$ cat src/rtl/sliding_window_rate_meter_macros.svh
// ----------------------------------------------------------------------------
// Assertion macros for the sliding window rate meter
// Concurrent checks that compile away when SYNTHESIS is defined.
// ----------------------------------------------------------------------------
`ifndef SLIDING_WINDOW_RATE_METER_MACROS_SVH
`define SLIDING_WINDOW_RATE_METER_MACROS_SVH

`ifndef SYNTHESIS
// Same-cycle implication, disabled while reset is asserted.
`define SWRM_ASSERT_IMP(lbl, clk, rst_n, ante, cons) \
  lbl: assert property (@(posedge clk) disable iff (!rst_n) (ante) |-> (cons)) \
    else $error("swrm assertion failed");
// Next-cycle implication, disabled while reset is asserted.
`define SWRM_ASSERT_NXT(lbl, clk, rst_n, ante, cons) \
  lbl: assert property (@(posedge clk) disable iff (!rst_n) (ante) |=> (cons)) \
    else $error("swrm assertion failed");
`else
`define SWRM_ASSERT_IMP(lbl, clk, rst_n, ante, cons)
`define SWRM_ASSERT_NXT(lbl, clk, rst_n, ante, cons)
`endif

`endif

$ cat src/rtl/swrm_pkg.sv
// ----------------------------------------------------------------------------
// Rate meter package
// Shared widths, window geometry, divider sizing and cell control type.
// ----------------------------------------------------------------------------
`timescale 1ns / 1ps
`default_nettype none

package swrm_pkg;

  // Window geometry
  localparam int WINDOW_SLOTS = 8;
  localparam int OLDER_SLOTS  = WINDOW_SLOTS - 1;
  localparam int SLOT_W       = $clog2(WINDOW_SLOTS);
  localparam int STEP_W       = $clog2(WINDOW_SLOTS + 1);

  // Field widths
  localparam int TIME_W      = 32;
  localparam int SIZE_W      = 32;
  localparam int HIT_W       = 32;
  localparam int BYTE_W      = 48;
  localparam int FRAC_W      = 8;
  localparam int HIT_RATE_W  = 40;
  localparam int BYTE_RATE_W = 56;
  localparam int TOTAL_W     = 64;

  // Sums over the older buckets
  localparam int HIT_SUM_W  = HIT_W + SLOT_W;
  localparam int BYTE_SUM_W = BYTE_W + SLOT_W;

  // Constant divider: several quotient bits per cycle
  localparam int DIV_DIGITS = 8;
  localparam int DIV_CYCLES = (BYTE_SUM_W + FRAC_W + DIV_DIGITS - 1) / DIV_DIGITS;
  localparam int DIV_W      = DIV_CYCLES * DIV_DIGITS;
  localparam int DIV_CNT_W  = $clog2(DIV_CYCLES + 1);
  localparam int REM_W      = SLOT_W;
  localparam logic [REM_W:0] DIVISOR = OLDER_SLOTS[REM_W:0];

  // Control for one window cell
  typedef struct packed {
    logic shift;  // load from the neighbor
    logic add;    // add one hit of size_i
  } swrm_cell_ctrl_t;

endpackage

`default_nettype wire

$ cat src/rtl/swrm_if.sv
// ----------------------------------------------------------------------------
// Rate meter channels
// Valid/ready interfaces for the event beat and the result beat.
// ----------------------------------------------------------------------------
`timescale 1ns / 1ps
`default_nettype none

interface swrm_in_if import swrm_pkg::*; ();
  logic              valid;
  logic              ready;
  logic              kind;
  logic [TIME_W-1:0] now_seconds;
  logic [SIZE_W-1:0] byte_count;

  modport source (output valid, output kind, output now_seconds, output byte_count,
                  input ready);
  modport sink   (input valid, input kind, input now_seconds, input byte_count,
                  output ready);
endinterface

interface swrm_out_if import swrm_pkg::*; ();
  logic                   valid;
  logic                   ready;
  logic [HIT_RATE_W-1:0]  hit_rate;
  logic [BYTE_RATE_W-1:0] byte_rate;
  logic [TOTAL_W-1:0]     total_hits;
  logic [TOTAL_W-1:0]     total_bytes;

  modport source (output valid, output hit_rate, output byte_rate, output total_hits,
                  output total_bytes, input ready);
  modport sink   (input valid, input hit_rate, input byte_rate, input total_hits,
                  input total_bytes, output ready);
endinterface

`default_nettype wire

$ cat src/rtl/swrm_cell.sv
// ----------------------------------------------------------------------------
// Window cell
// One per-second bucket pair; loads from its neighbor or takes a saturating hit.
// ----------------------------------------------------------------------------
`timescale 1ns / 1ps
`default_nettype none

module swrm_cell import swrm_pkg::*; (
  input  logic              clk_i,
  input  logic              rst_ni,
  input  swrm_cell_ctrl_t   ctrl_i,
  input  logic [SIZE_W-1:0] size_i,
  input  logic [HIT_W-1:0]  hit_i,
  input  logic [BYTE_W-1:0] byte_i,
  output logic [HIT_W-1:0]  hit_o,
  output logic [BYTE_W-1:0] byte_o
);

  logic [HIT_W-1:0]  hit_q, hit_d;
  logic [BYTE_W-1:0] byte_q, byte_d;
  logic [BYTE_W:0]   byte_sum;

  assign byte_sum = {1'b0, byte_q} + (BYTE_W + 1)'(size_i);

  always_comb begin
    hit_d  = hit_q;
    byte_d = byte_q;
    if (ctrl_i.shift) begin
      hit_d  = hit_i;
      byte_d = byte_i;
    end else if (ctrl_i.add) begin
      // saturate both buckets
      if (hit_q != '1) hit_d = hit_q + HIT_W'(1);
      byte_d = byte_sum[BYTE_W] ? '1 : byte_sum[BYTE_W-1:0];
    end
  end

  always_ff @(posedge clk_i or negedge rst_ni) begin
    if (!rst_ni) begin
      hit_q  <= '0;
      byte_q <= '0;
    end else begin
      hit_q  <= hit_d;
      byte_q <= byte_d;
    end
  end

  assign hit_o  = hit_q;
  assign byte_o = byte_q;

endmodule

`default_nettype wire

$ cat src/rtl/swrm_cdiv.sv
// ----------------------------------------------------------------------------
// Constant divider
// Long division by the older-slot count, DIV_DIGITS quotient bits per cycle.
// ----------------------------------------------------------------------------
`timescale 1ns / 1ps
`default_nettype none

module swrm_cdiv import swrm_pkg::*; (
  input  logic             clk_i,
  input  logic             rst_ni,
  input  logic             start_i,
  input  logic [DIV_W-1:0] dividend_i,
  output logic             done_o,
  output logic [DIV_W-1:0] quotient_o
);

  logic [DIV_W-1:0]     work_q, work_d;
  logic [REM_W-1:0]     rem_q, rem_d;
  logic [DIV_CNT_W-1:0] cnt_q;
  logic                 done_q;

  // Dividend bits leave at the top, quotient bits enter at the bottom.
  always_comb begin
    logic [REM_W:0] trial;
    work_d = work_q;
    rem_d  = rem_q;
    trial  = '0;
    for (int j = 0; j < DIV_DIGITS; j++) begin
      trial  = {rem_d, work_d[DIV_W-1]};
      work_d = {work_d[DIV_W-2:0], 1'b0};
      if (trial >= DIVISOR) begin
        work_d[0] = 1'b1;
        rem_d     = REM_W'(trial - DIVISOR);
      end else begin
        rem_d = trial[REM_W-1:0];
      end
    end
  end

  always_ff @(posedge clk_i or negedge rst_ni) begin
    if (!rst_ni) begin
      work_q <= '0;
      rem_q  <= '0;
      cnt_q  <= '0;
      done_q <= 1'b0;
    end else if (start_i) begin
      work_q <= dividend_i;
      rem_q  <= '0;
      cnt_q  <= DIV_CNT_W'(DIV_CYCLES);
      done_q <= 1'b0;
    end else if (cnt_q != '0) begin
      work_q <= work_d;
      rem_q  <= rem_d;
      cnt_q  <= cnt_q - DIV_CNT_W'(1);
      if (cnt_q == DIV_CNT_W'(1)) done_q <= 1'b1;
    end
  end

  assign done_o     = done_q;
  assign quotient_o = work_q;

endmodule

`default_nettype wire

$ cat src/rtl/sliding_window_rate_meter.sv
// ----------------------------------------------------------------------------
// Sliding window rate meter: a beat passes the aging steps (0..WINDOW_SLOTS),
// one pass of the cell chain and the dividers before its result is registered.
// A new beat is taken only after the previous one is through the cell chain and dividers.
// Reset (async, active low) clears buckets, last second, totals and control.
// ----------------------------------------------------------------------------
`timescale 1ns / 1ps
`default_nettype none
`include "sliding_window_rate_meter_macros.svh"

module sliding_window_rate_meter import swrm_pkg::*; (
  input  logic    clk_i,
  input  logic    rst_ni,
  swrm_in_if.sink   in_i,
  swrm_out_if.source out_o
);

  // Sequencer phases:
  //   ST_IDLE  take a beat, work out the aging distance
  //   ST_AGE   shift the chain one slot per cycle, zero enters at the newest cell
  //   ST_HIT   add the hit to the newest cell and to the totals
  //   ST_SUM   rotate the chain once around, summing every bucket but the newest
  //   ST_DIV   wait on the dividers and a free result register, then load it
  typedef enum logic [2:0] {
    ST_IDLE,
    ST_AGE,
    ST_HIT,
    ST_SUM,
    ST_DIV
  } state_e;

  state_e                 state_q;
  logic [STEP_W-1:0]      step_q;
  logic [SLOT_W-1:0]      rot_q;
  logic                   kind_q;
  logic [SIZE_W-1:0]      size_q;
  logic [TIME_W-1:0]      last_q;
  logic [TOTAL_W-1:0]     hit_total_q;
  logic [TOTAL_W-1:0]     byte_total_q;
  logic [HIT_SUM_W-1:0]   hit_acc_q;
  logic [BYTE_SUM_W-1:0]  byte_acc_q;
  logic                   out_valid_q;
  logic [HIT_RATE_W-1:0]  hit_rate_q;
  logic [BYTE_RATE_W-1:0] byte_rate_q;
  logic [TOTAL_W-1:0]     tot_hits_q;
  logic [TOTAL_W-1:0]     tot_bytes_q;

  logic in_hs;
  logic out_free;
  logic last_rot;

  // Aging distance for the incoming beat
  logic [TIME_W-1:0] elapsed;
  logic              later;
  logic [STEP_W-1:0] age_steps;

  assign in_hs    = in_i.valid && in_i.ready;
  assign out_free = !out_valid_q || out_o.ready;
  assign last_rot = (rot_q == SLOT_W'(WINDOW_SLOTS - 1));
  assign elapsed  = in_i.now_seconds - last_q;
  assign later    = in_i.now_seconds > last_q;

  always_comb begin
    age_steps = '0;
    if (later) begin
      // cap the jump at the window: a full flush
      if (elapsed >= TIME_W'(WINDOW_SLOTS)) age_steps = STEP_W'(WINDOW_SLOTS);
      else age_steps = elapsed[STEP_W-1:0];
    end
  end

  // --------------------------------------------------------------------------
  // Cell chain: cell 0 is the current second, the last cell the oldest.
  // --------------------------------------------------------------------------
  logic [HIT_W-1:0]  hit_chain  [WINDOW_SLOTS];
  logic [BYTE_W-1:0] byte_chain [WINDOW_SLOTS];
  logic [HIT_W-1:0]  hit_head;
  logic [BYTE_W-1:0] byte_head;
  logic              chain_shift;

  assign chain_shift = (state_q == ST_AGE) || (state_q == ST_SUM);
  // Aging feeds zeros in; the summing pass closes the ring.
  assign hit_head  = (state_q == ST_SUM) ? hit_chain[WINDOW_SLOTS-1]  : '0;
  assign byte_head = (state_q == ST_SUM) ? byte_chain[WINDOW_SLOTS-1] : '0;

  for (genvar i = 0; i < WINDOW_SLOTS; i++) begin : g_cell
    swrm_cell_ctrl_t ctrl;
    logic [HIT_W-1:0]  hit_in;
    logic [BYTE_W-1:0] byte_in;

    assign ctrl.shift = chain_shift;
    if (i == 0) begin : g_head
      assign ctrl.add = (state_q == ST_HIT) && !kind_q;
      assign hit_in   = hit_head;
      assign byte_in  = byte_head;
    end else begin : g_body
      assign ctrl.add = 1'b0;
      assign hit_in   = hit_chain[i-1];
      assign byte_in  = byte_chain[i-1];
    end

    swrm_cell u_cell (
      .clk_i  (clk_i),
      .rst_ni (rst_ni),
      .ctrl_i (ctrl),
      .size_i (size_q),
      .hit_i  (hit_in),
      .byte_i (byte_in),
      .hit_o  (hit_chain[i]),
      .byte_o (byte_chain[i])
    );
  end

  // --------------------------------------------------------------------------
  // Mean of the older buckets: (sum * 256) / (WINDOW_SLOTS - 1)
  // --------------------------------------------------------------------------
  logic             div_start;
  logic             hit_done, byte_done, div_done;
  logic [DIV_W-1:0] hit_quot, byte_quot;

  // The last rotate step carries the newest bucket: the sum is already final.
  assign div_start = (state_q == ST_SUM) && last_rot;
  assign div_done  = hit_done && byte_done;

  swrm_cdiv u_hit_div (
    .clk_i      (clk_i),
    .rst_ni     (rst_ni),
    .start_i    (div_start),
    .dividend_i (DIV_W'({hit_acc_q, {FRAC_W{1'b0}}})),
    .done_o     (hit_done),
    .quotient_o (hit_quot)
  );

  swrm_cdiv u_byte_div (
    .clk_i      (clk_i),
    .rst_ni     (rst_ni),
    .start_i    (div_start),
    .dividend_i (DIV_W'({byte_acc_q, {FRAC_W{1'b0}}})),
    .done_o     (byte_done),
    .quotient_o (byte_quot)
  );

  // Rate: the larger of the newest bucket and the older mean
  logic [HIT_RATE_W-1:0]  hit_new, hit_mean, hit_rate;
  logic [BYTE_RATE_W-1:0] byte_new, byte_mean, byte_rate;

  assign hit_new   = HIT_RATE_W'({hit_chain[0], {FRAC_W{1'b0}}});
  assign byte_new  = BYTE_RATE_W'({byte_chain[0], {FRAC_W{1'b0}}});
  assign hit_mean  = hit_quot[HIT_RATE_W-1:0];
  assign byte_mean = byte_quot[BYTE_RATE_W-1:0];
  assign hit_rate  = (hit_new > hit_mean) ? hit_new : hit_mean;
  assign byte_rate = (byte_new > byte_mean) ? byte_new : byte_mean;

  // --------------------------------------------------------------------------
  // Sequencer and result register
  // --------------------------------------------------------------------------
  logic load_out;

  // hold until the result register is free
  assign load_out = (state_q == ST_DIV) && div_done && out_free;

  always_ff @(posedge clk_i or negedge rst_ni) begin
    if (!rst_ni) begin
      state_q      <= ST_IDLE;
      step_q       <= '0;
      rot_q        <= '0;
      kind_q       <= 1'b0;
      size_q       <= '0;
      last_q       <= '0;
      hit_total_q  <= '0;
      byte_total_q <= '0;
      hit_acc_q    <= '0;
      byte_acc_q   <= '0;
      out_valid_q  <= 1'b0;
      hit_rate_q   <= '0;
      byte_rate_q  <= '0;
      tot_hits_q   <= '0;
      tot_bytes_q  <= '0;
    end else begin
      // load a new result, or drop the old one once the sink takes it
      if (load_out) out_valid_q <= 1'b1;
      else if (out_o.ready) out_valid_q <= 1'b0;

      unique case (state_q)
        ST_IDLE: begin
          if (in_hs) begin
            kind_q <= in_i.kind;
            size_q <= in_i.byte_count;
            step_q <= age_steps;
            // an equal or earlier time keeps the last second
            if (later) last_q <= in_i.now_seconds;
            state_q <= (age_steps == '0) ? ST_HIT : ST_AGE;
          end
        end
        ST_AGE: begin
          step_q <= step_q - STEP_W'(1);
          if (step_q == STEP_W'(1)) state_q <= ST_HIT;
        end
        ST_HIT: begin
          if (!kind_q) begin
            hit_total_q  <= hit_total_q + TOTAL_W'(1);
            byte_total_q <= byte_total_q + TOTAL_W'(size_q);
          end
          rot_q      <= '0;
          hit_acc_q  <= '0;
          byte_acc_q <= '0;
          state_q    <= ST_SUM;
        end
        ST_SUM: begin
          if (last_rot) begin
            rot_q   <= '0;
            state_q <= ST_DIV;
          end else begin
            hit_acc_q  <= hit_acc_q + HIT_SUM_W'(hit_chain[WINDOW_SLOTS-1]);
            byte_acc_q <= byte_acc_q + BYTE_SUM_W'(byte_chain[WINDOW_SLOTS-1]);
            rot_q      <= rot_q + SLOT_W'(1);
          end
        end
        ST_DIV: begin
          if (load_out) begin
            hit_rate_q  <= hit_rate;
            byte_rate_q <= byte_rate;
            tot_hits_q  <= hit_total_q;
            tot_bytes_q <= byte_total_q;
            state_q     <= ST_IDLE;
          end
        end
        default: state_q <= ST_IDLE;
      endcase
    end
  end

  assign in_i.ready        = (state_q == ST_IDLE);
  assign out_o.valid       = out_valid_q;
  assign out_o.hit_rate    = hit_rate_q;
  assign out_o.byte_rate   = byte_rate_q;
  assign out_o.total_hits  = tot_hits_q;
  assign out_o.total_bytes = tot_bytes_q;

  // --------------------------------------------------------------------------
  // Checks
  // --------------------------------------------------------------------------
  `SWRM_ASSERT_NXT(a_accept_starts, clk_i, rst_ni, in_hs, state_q == ST_AGE || state_q == ST_HIT)
  `SWRM_ASSERT_IMP(a_age_nonzero, clk_i, rst_ni, state_q == ST_AGE, step_q != '0)
  `SWRM_ASSERT_IMP(a_result_from_div, clk_i, rst_ni, $rose(out_valid_q), $past(state_q == ST_DIV && div_done))
  `SWRM_ASSERT_NXT(a_totals_hold, clk_i, rst_ni, state_q != ST_HIT, $stable(hit_total_q) && $stable(byte_total_q))

endmodule

`default_nettype wire
$ cat src/flat_wrapper.sv
// flat-port wrapper written by rule: the top's interface ports become plain ports
module sliding_window_rate_meter_flat import swrm_pkg::*;
  (clk_i, rst_ni, in_i_valid, in_i_kind, in_i_now_seconds, in_i_byte_count, in_i_ready, out_o_valid, out_o_hit_rate, out_o_byte_rate, out_o_total_hits, out_o_total_bytes, out_o_ready);
  swrm_in_if in_i_i ();
  swrm_out_if out_o_i ();
  input  logic clk_i;
  input  logic rst_ni;
  input wire logic [$bits(in_i_i.valid)-1:0] in_i_valid;
  input wire logic [$bits(in_i_i.kind)-1:0] in_i_kind;
  input wire logic [$bits(in_i_i.now_seconds)-1:0] in_i_now_seconds;
  input wire logic [$bits(in_i_i.byte_count)-1:0] in_i_byte_count;
  output wire logic [$bits(in_i_i.ready)-1:0] in_i_ready;
  output wire logic [$bits(out_o_i.valid)-1:0] out_o_valid;
  output wire logic [$bits(out_o_i.hit_rate)-1:0] out_o_hit_rate;
  output wire logic [$bits(out_o_i.byte_rate)-1:0] out_o_byte_rate;
  output wire logic [$bits(out_o_i.total_hits)-1:0] out_o_total_hits;
  output wire logic [$bits(out_o_i.total_bytes)-1:0] out_o_total_bytes;
  input wire logic [$bits(out_o_i.ready)-1:0] out_o_ready;
  assign in_i_i.valid = in_i_valid;
  assign in_i_i.kind = in_i_kind;
  assign in_i_i.now_seconds = in_i_now_seconds;
  assign in_i_i.byte_count = in_i_byte_count;
  assign in_i_ready = in_i_i.ready;
  assign out_o_valid = out_o_i.valid;
  assign out_o_hit_rate = out_o_i.hit_rate;
  assign out_o_byte_rate = out_o_i.byte_rate;
  assign out_o_total_hits = out_o_i.total_hits;
  assign out_o_total_bytes = out_o_i.total_bytes;
  assign out_o_i.ready = out_o_ready;
  sliding_window_rate_meter u_core (.clk_i(clk_i), .rst_ni(rst_ni), .in_i(in_i_i), .out_o(out_o_i));
endmodule
$ cat config.mk
export PLATFORM = sky130hd
export DESIGN_NAME = sliding_window_rate_meter_flat
export DESIGN_NICKNAME = d
export VERILOG_FILES = /design/src/rtl/swrm_pkg.sv /design/src/rtl/swrm_if.sv /design/src/rtl/swrm_cell.sv /design/src/rtl/swrm_cdiv.sv /design/src/rtl/sliding_window_rate_meter.sv /design/src/flat_wrapper.sv
export VERILOG_INCLUDE_DIRS = /design/src /design/src/rtl
export SDC_FILE = /design/constraint.sdc
export NUM_CORES = 2
export LEC_CHECK = 0
export BUFFER_PORTS_ARGS = -buffer_cell sky130_fd_sc_hd__buf_4
export CAP_MARGIN = 40
export CORE_MARGIN = 4
export CORE_UTILIZATION = 45
export DETAILED_ROUTE_END_ITERATION = 8
export PLACE_DENSITY = 0.63
export SLEW_MARGIN = 20
export SYNTH_ARGS = -nofsm -noshare
export SYNTH_HDL_FRONTEND = slang
export SYNTH_SLANG_ARGS = --single-unit
$ cat constraint.sdc
create_clock -name clk_i -period 8.1 [get_ports clk_i]
set_clock_uncertainty 0.15 [all_clocks]
set_input_delay 1.215 -clock clk_i [delete_from_list [all_inputs] [get_ports clk_i]]
set_output_delay 1.215 -clock clk_i [all_outputs]
set_load 0.1 [all_outputs]
# After elaboration in Yosys (flattened, before gate mapping)
# Index checks and enable logic that the tools add are counted.
[word_totals]
inputBits = 69
regBits = 1298
out_inout_bits = 226
[op_classes]
n_eq_ne = 14
reduce_logical = 33
mux = 78
magnitude_cmp = 20
add_sub_neg = 27
bitwise = 1
[op_table]
columns = ["cell", "count"]
rows = [
  ["$mux W64", 4],
  ["$mux W48", 4],
  ["$mux W32", 4],
  ["$pmux W51 S2", 1],
  ["$mux W3", 25],
  ["$pmux W35 S2", 1],
  ["$add A64 B1 Y64 const B", 1],
  ["$add A64 B32 Y64", 1],
  ["$ge A4 B3 Y1 const B", 16],
  ["$gt A56 B56 Y1", 1],
  ["$mux W56", 1],
  ["$add A51 B48 Y51", 1],
  ["$mux W51", 1],
  ["$add A48 B32 Y49", 1],
  ["$sub A3 B3 Y3 const B", 16],
  ["$gt A40 B40 Y1", 1],
  ["$mux W40", 1],
  ["$add A35 B32 Y35", 1],
  ["$mux W35", 1],
  ["$add A32 B1 Y32 const B", 1],
  ["$ge A32 B4 Y1 const B", 1],
  ["$gt A32 B32 Y1", 1],
  ["$ne A32 B32 Y1 const B", 1],
  ["$sub A32 B32 Y32", 1],
  ["other kinds (25)", 86],
]

# Depth between registers and ports, before layout
[depth]
word_depth = 18
mapped_depth = 40

# Modules after synthesis
# A second synthesis with hierarchy kept.
[unflattened]
hier_cells = 10551
hier_area_um2 = 90382.9
[by_module_without_submodules]
columns = ["mod", "area_per_inst_um2", "cells_each", "n_inst"]
rows = [
  ["swrm_cell (u_core.g_cell[0].u_cell ...)", 6304.8, 753, 6],
  ["sliding_window_rate_meter", 31561.5, 3628, 1],
  ["swrm_cdiv", 4332.9, 452, 2],
  ["swrm_cell (u_core.g_cell[4].u_cell)", 6258.5, 764, 1],
  ["swrm_cell (u_core.g_cell[7].u_cell)", 6068.3, 737, 1],
]

# Worst setup path after synthesis
# OpenSTA, ideal clock, no wires.
[synth_path]
kind = "reg2reg"
start = "register u_core.u_byte_div.rem_q[0]"
end = "register u_core.u_byte_div.rem_q[1]"
path_slack_ps = 546
required_time_ps = 7813
synth_period_minus_slack_ps = 7554
path_stages_with_launch = 41
arrival_ps = 7267
path_cell_list = "dfrtp_1 > ha_1 > a21oi_1 > xnor2_1 > ha_1 > nand4bb_1 > and4_1 > buf_2 > xnor2_1 > ha_1 > clkbuf_1 > nand2_1 > a41oi_1 > a31o_2 > or3_1 > and2_1 > ha_1 > nand2_1 > [5 not listed] > ha_1 > a21oi_1 > xnor2_1 > ha_1 > nand3b_1 > o21ai_1 > a211oi_2 > xor2_1 > inv_1 > ha_1 > a21oi_1 > xnor2_1 > ha_1 > inv_1 > a2111oi_0 > a311oi_2 > mux2i_1 > a21oi_1"
[synth_via]
elab_chain_cells = 18
[synth_rtl]
columns = ["element", "line", "rtl"]
rows = [
  ["from (decl)", "swrm_cdiv.sv:18", "logic [REM_W-1:0] rem_q, rem_d;"],
  ["from (signal assigned)", "swrm_cdiv.sv:53", "rem_q <= rem_d;"],
  ["$ge A4 B3 Y1 / $sub A3 B3 Y3 (equally long branches)", "swrm_cdiv.sv:31, swrm_cdiv.sv:33", ""],
  ["$mux W3 (*)", "swrm_cdiv.sv:31", "if (trial >= DIVISOR) begin"],
  ["$ge A4 B3 Y1 / $sub A3 B3 Y3 (equally long branches)", "swrm_cdiv.sv:31, swrm_cdiv.sv:33", ""],
  ["$mux W3 (*)", "swrm_cdiv.sv:31", ""],
  ["$ge A4 B3 Y1 / $sub A3 B3 Y3 (equally long branches)", "swrm_cdiv.sv:31, swrm_cdiv.sv:33", ""],
  ["$mux W3 (*)", "swrm_cdiv.sv:31", ""],
  ["$ge A4 B3 Y1 / $sub A3 B3 Y3 (equally long branches)", "swrm_cdiv.sv:31, swrm_cdiv.sv:33", ""],
  ["$mux W3 (*)", "swrm_cdiv.sv:31", ""],
  ["[2 not listed]", "--", ""],
  ["$ge A4 B3 Y1 / $sub A3 B3 Y3 (equally long branches)", "swrm_cdiv.sv:31, swrm_cdiv.sv:33", ""],
  ["$mux W3 (*)", "swrm_cdiv.sv:31", ""],
  ["$ge A4 B3 Y1 / $sub A3 B3 Y3 (equally long branches)", "swrm_cdiv.sv:31, swrm_cdiv.sv:33", ""],
  ["$mux W3 (*)", "swrm_cdiv.sv:31", ""],
  ["$ge A4 B3 Y1 / $sub A3 B3 Y3 (equally long branches)", "swrm_cdiv.sv:31, swrm_cdiv.sv:33", ""],
  ["$mux W3 (*)", "swrm_cdiv.sv:31", ""],
  ["$mux W3 (*)", "swrm_cdiv.sv:51", "end else if (cnt_q != '0) begin"],
  ["$mux W3 (*)", "swrm_cdiv.sv:46", "end else if (start_i) begin"],
]
# Every way passes the cells marked *; elsewhere a longest branch is shown, timed or not. The select of a mux whose other input is x is not followed.
# A chain may end at the register's enable or synchronous reset.

# Worst setup path after layout
[layout_path]
start = "register u_core.u_hit_div.rem_q[0]"
end = "register u_core.u_hit_div.rem_q[1]"
[layout_via]
elab_chain_cells = 18
[layout_rtl]
columns = ["element", "line"]
rows = [
  ["from (decl)", "swrm_cdiv.sv:18"],
  ["from (signal assigned)", "swrm_cdiv.sv:53"],
  ["$ge A4 B3 Y1 / $sub A3 B3 Y3 (equally long branches)", "swrm_cdiv.sv:31, swrm_cdiv.sv:33"],
  ["$mux W3 (*)", "swrm_cdiv.sv:31"],
  ["$ge A4 B3 Y1 / $sub A3 B3 Y3 (equally long branches)", "swrm_cdiv.sv:31, swrm_cdiv.sv:33"],
  ["$mux W3 (*)", "swrm_cdiv.sv:31"],
  ["$ge A4 B3 Y1 / $sub A3 B3 Y3 (equally long branches)", "swrm_cdiv.sv:31, swrm_cdiv.sv:33"],
  ["$mux W3 (*)", "swrm_cdiv.sv:31"],
  ["$ge A4 B3 Y1 / $sub A3 B3 Y3 (equally long branches)", "swrm_cdiv.sv:31, swrm_cdiv.sv:33"],
  ["$mux W3 (*)", "swrm_cdiv.sv:31"],
  ["[2 not listed]", "--"],
  ["$ge A4 B3 Y1 / $sub A3 B3 Y3 (equally long branches)", "swrm_cdiv.sv:31, swrm_cdiv.sv:33"],
  ["$mux W3 (*)", "swrm_cdiv.sv:31"],
  ["$ge A4 B3 Y1 / $sub A3 B3 Y3 (equally long branches)", "swrm_cdiv.sv:31, swrm_cdiv.sv:33"],
  ["$mux W3 (*)", "swrm_cdiv.sv:31"],
  ["$ge A4 B3 Y1 / $sub A3 B3 Y3 (equally long branches)", "swrm_cdiv.sv:31, swrm_cdiv.sv:33"],
  ["$mux W3 (*)", "swrm_cdiv.sv:31"],
  ["$mux W3 (*)", "swrm_cdiv.sv:51"],
  ["$mux W3 (*)", "swrm_cdiv.sv:46"],
]
# Marked as above.

==> summary.md <==
| Metric | Value |
|---|---|
| Status | `complete, no violations` |
| Post-synthesis mux area share | `0.0189` |
| Cts bufs inserted | `142` |
| DRT iter0 DRCs | `4147` |
| Syn Nets | `7684` |
| Antenna viol nets, final | `0` |
| Leakage | `39.0 nW` |
| Fmax | `132 MHz` |
| Final HPWL DP | `117 mm` |
| Core Box Area | `0.140 mm²` |
| Main combinational cell family by area after synthesis | `simple AND/OR/NAND/NOR gates` |
| Routed len/inst | `17.6 µm` |
| Gpl congestion | `0.868` |
| Chip width | `384 µm` |
| Tmin final | `7.55 ns` |
| Synth Area in Compound Gates | `0.126` |
| Reg2Reg Depth | `35` |
| GRT Overall Usage | `0.225` |
| Cell Area, Placed | `0.0681 mm²` |
| Initial antenna violation count | `3` |
| Mean Syn Cell Area | `8.71 µm²` |
| Top Ports | `295` |
| CTS tree | `done` |
| Crit path to | `u_core.u_hit_div.rem_q[1]$_DFFE_PN0P_` |
| Synth Register Bits | `1298` |
| Share of layout cells above drive strength 1 | `0.0905` |
| Post-synth ARST share | `1.00` |
| Syn. warnings | `0` |
| Setup-failing EPs final | `0` |
| DRT Wirelength | `167 mm` |
| Crit-path max FO | `8` |
| Peak VDD IR | `0.233 mV` |
| Die height | `384 µm` |
| Cts hold-fix bufs | `0` |
| Via/cell ratio | `5.35` |
| CP most frequent cell | `ha_1` |
| Pin count of the biggest net entering global routing | `212` |
| Vias | `50858` |
| Final period util | `0.933` |
| Slew margin rel. | `0.339` |
| Number of diodes | `0` |
| CP Class | `reg2reg` |
| Crit. End Element | `flop` |
| Sw Share | `0.215` |
| Sw Pwr | `0.00289 W` |
| Cells after synthesis | `7326` |
| Sequential power share | `0.481` |
| Longest Clk Path Bufs | `3` |
| Post-Synth XOR/XNOR Area | `0.0358` |
| Seq/Total Area, Yosys | `0.509` |
| HP Class | `in2async` |
| DRT Pass-1 Iters | `5` |
| FF-to-FF Start | `u_core.u_hit_div.rem_q[0]$_DFFE_PN0P_` |
| Count of final hold-check violations | `0` |
| Clock Sinks | `1298` |
| Total global routing overflow | `0` |
| Leading cell type in the layout, fill and taps excluded | `nand2_1` |
| EDFF count, synth | `0` |
| Clock-pin slew on the worst setup and hold paths | `0.06 ns` |
| Final nets | `7879` |
| Htree depth | `4` |
| Max Cap Violations | `0` |
| Mapped cell area | `0.0638 mm²` |
| P&R area growth vs syn | `14.7%` |
| Element type at the critical path start | `flop` |
| Max incr delay on CP | `0.43 ns` |
| Filler cells | `13053` |
| Top_reg_cell synth | `dfrtp_1` |
| Vias in the first global route | `48298` |
| Drc violations | `0` |
| PD cells | `184 mW/mm²` |
| Int Power | `0.0106 W` |
| Required @ worst endpoint | `8.56 ns` |
| Commonest cells after routing, fill and taps aside | `nand2_1, dfrtp_1, o21ai_0` |
| Area share of and/or/nand/nor cells after synthesis | `0.220` |
| Worst slew pin tran | `0.984 ns` |
| # rows | `137` |
| Clk network pwr share | `0.503` |
| Final non-filler cell area | `0.0732 mm²` |
| Post-Synth Adder-Cell Area | `0.0573` |
| Total power | `0.0135 W` |
| Starting Density | `0.455` |
| Crit. Startpoint | `u_core.u_hit_div.rem_q[0]$_DFFE_PN0P_` |
| First-pass GRT wire length | `270 mm` |
| R2R Path End | `u_core.u_hit_div.rem_q[1]$_DFFE_PN0P_` |
| Later-pin clock latency in the skew report | `0.77 ns` |
| Count of cell types in the netlist | `88` |
| Total die area | `0.148 mm²` |
| CP Data Arrival Time | `8.01 ns` |
| Slowest cell on crit path | `dfrtp_1` |
| Combinational Power Share | `0.015` |
| Hold WS | `0.220 ns` |
| Flop-to-flop setup slack | `0.55 ns` |
| Clock root cell | `clkbuf_16` |
| Pins over their slew limit | `0` |
| Port bufs | `294` |
==> cell families after synthesis <==
family,Yosys count
and+or+nand+nor,3470
AOI/OAI and AO/OA,1340
DFF,1298
buffers and inverters,550
adders and majority gates,289
xor gates and xnor gates,260
muxes,119
==> metrics by stage <==
step / utilization / cells / TNS [ns] / setup slack [ns]
2_1_floorplan: - / 7326 / 0 / 0.546
3_3_place_gp: 0.484 / 9235 / 0 / 0.186
3_5_place_dp: 0.486 / 9248 / 0 / 0.171
4_1_cts: 0.521 / 9505 / 0 / 0.129
5_1_grt: 0.522 / 9510 / -0.0108 / -0.0108
6_report: 0.522 / 9510 / 0 / 0.547
==> registers in the layout (all words and copies together) (netlist names), 4 cells and up <==
signal and flops:
u_core.byte_acc_q 51, u_core.byte_total_q 64, u_core.g_cell.u_cell.byte_o 384, u_core.g_cell.u_cell.hit_o 256, u_core.hit_acc_q 35, u_core.hit_total_q 64, u_core.last_q 32, u_core.out_o.byte_rate 56
u_core.out_o.hit_rate 40, u_core.out_o.total_bytes 64, u_core.out_o.total_hits 64, u_core.size_q 32, u_core.step_q 4, u_core.u_byte_div.cnt_q 4, u_core.u_byte_div.quotient_o 64, u_core.u_hit_div.cnt_q 4
u_core.u_hit_div.quotient_o 64
==> routing by layer <==
layer / vias to the layer above / GRT usage / share of wire
li1: 24741 / - / -
met1: 24755 / 0.343 / 0.49
met2: 1143 / 0.337 / 0.43
met3: 215 / 0.0360 / 0.055
met4: 4 / 0.0544 / 0.020
met5: - / 0 / 0.00014
==> final cells by class <==
cell class	instances	area, µm²	area share
Sequential cell	1298	32500	0.444
Multi-Input combinational cell	5478	29400	0.401
Clock buffer	202	4200	0.0574
Timing Repair Buffer	391	3260	0.0445
Tap cell	1876	2350	0.0321
Inverter	210	788	0.0108
Clock inverter	55	722	0.00987
==> worst min path at each step <==
stage                                              startpoint                                        endpoint  slack [ns]  depth (start not counted)
5_1_grt                                                rst_ni        u_core.out_o.total_bytes[29]$_DFFE_PN0P_        0.25                          1
3_5_place_dp   u_core.g_cell[1].u_cell.byte_o[44]$_DFFE_PN0N_  u_core.g_cell[2].u_cell.byte_o[44]$_DFFE_PN0N_        0.30                          2
4_1_cts                                                rst_ni        u_core.out_o.total_bytes[30]$_DFFE_PN0P_        0.24                          1
2_1_floorplan   u_core.g_cell[1].u_cell.byte_o[0]$_DFFE_PN0N_   u_core.g_cell[2].u_cell.byte_o[0]$_DFFE_PN0N_        0.29                          2
6_report                                               rst_ni        u_core.out_o.total_bytes[30]$_DFFE_PN0P_        0.22                          1
3_3_place_gp   u_core.g_cell[1].u_cell.byte_o[27]$_DFFE_PN0N_  u_core.g_cell[2].u_cell.byte_o[27]$_DFFE_PN0N_        0.29                          2
==> critical path, delay by kind of cell (launching register included) <==
kind,cells,cell delay (ns)
XOR/XNOR,6,1.06
AO/OA/AOI/OAI,10,1.95
flip-flops,1,0.43
adder cells (fa/ha/maj),8,1.89
multiplexers,2,0.52
buffers and inverters,4,0.38
AND/OR/NAND/NOR,5,1.02
==> power by group through the flow <==
stage | clock (W) | combinational (W) | sequential [W]
4_1_cts | 0.00695 | 0.000219 | 0.00648
2_1_floorplan | 0 | 0.0000324 | 0.00660
5_1_grt | 0.00721 | 0.000243 | 0.00648
3_5_place_dp | 0 | 0.000219 | 0.00660
6_report | 0.00678 | 0.000207 | 0.00649
3_3_place_gp | 0 | 0.000217 | 0.00660
==> what timing repair did <==
action | CTS | global route
endpoints found under the setup margin | 0 | 7
endpoints found under the hold margin | 0 | 0
gates resized for setup | 0 | 11
buffers inserted | 0 | 1
==> synthesized netlist by cell type, types with 47 or more instances <==
master,count,share of area
a21o_1,165,0.019
xor2_1,92,0.013
dfrtp_1,1298,0.51
clkbuf_1,315,0.019
a21oi_1,411,0.032
nor3_1,49,0.0038
nor2_1,285,0.017
xnor2_1,167,0.023
mux2i_1,110,0.017
nand4_1,69,0.0068
and3_1,47,0.0046
o21ai_0,469,0.037
inv_1,209,0.012
nand3_1,111,0.0087
nand2_1,2736,0.16
ha_1,284,0.056
No activity file was read; power rests on OpenSTA's default activity.
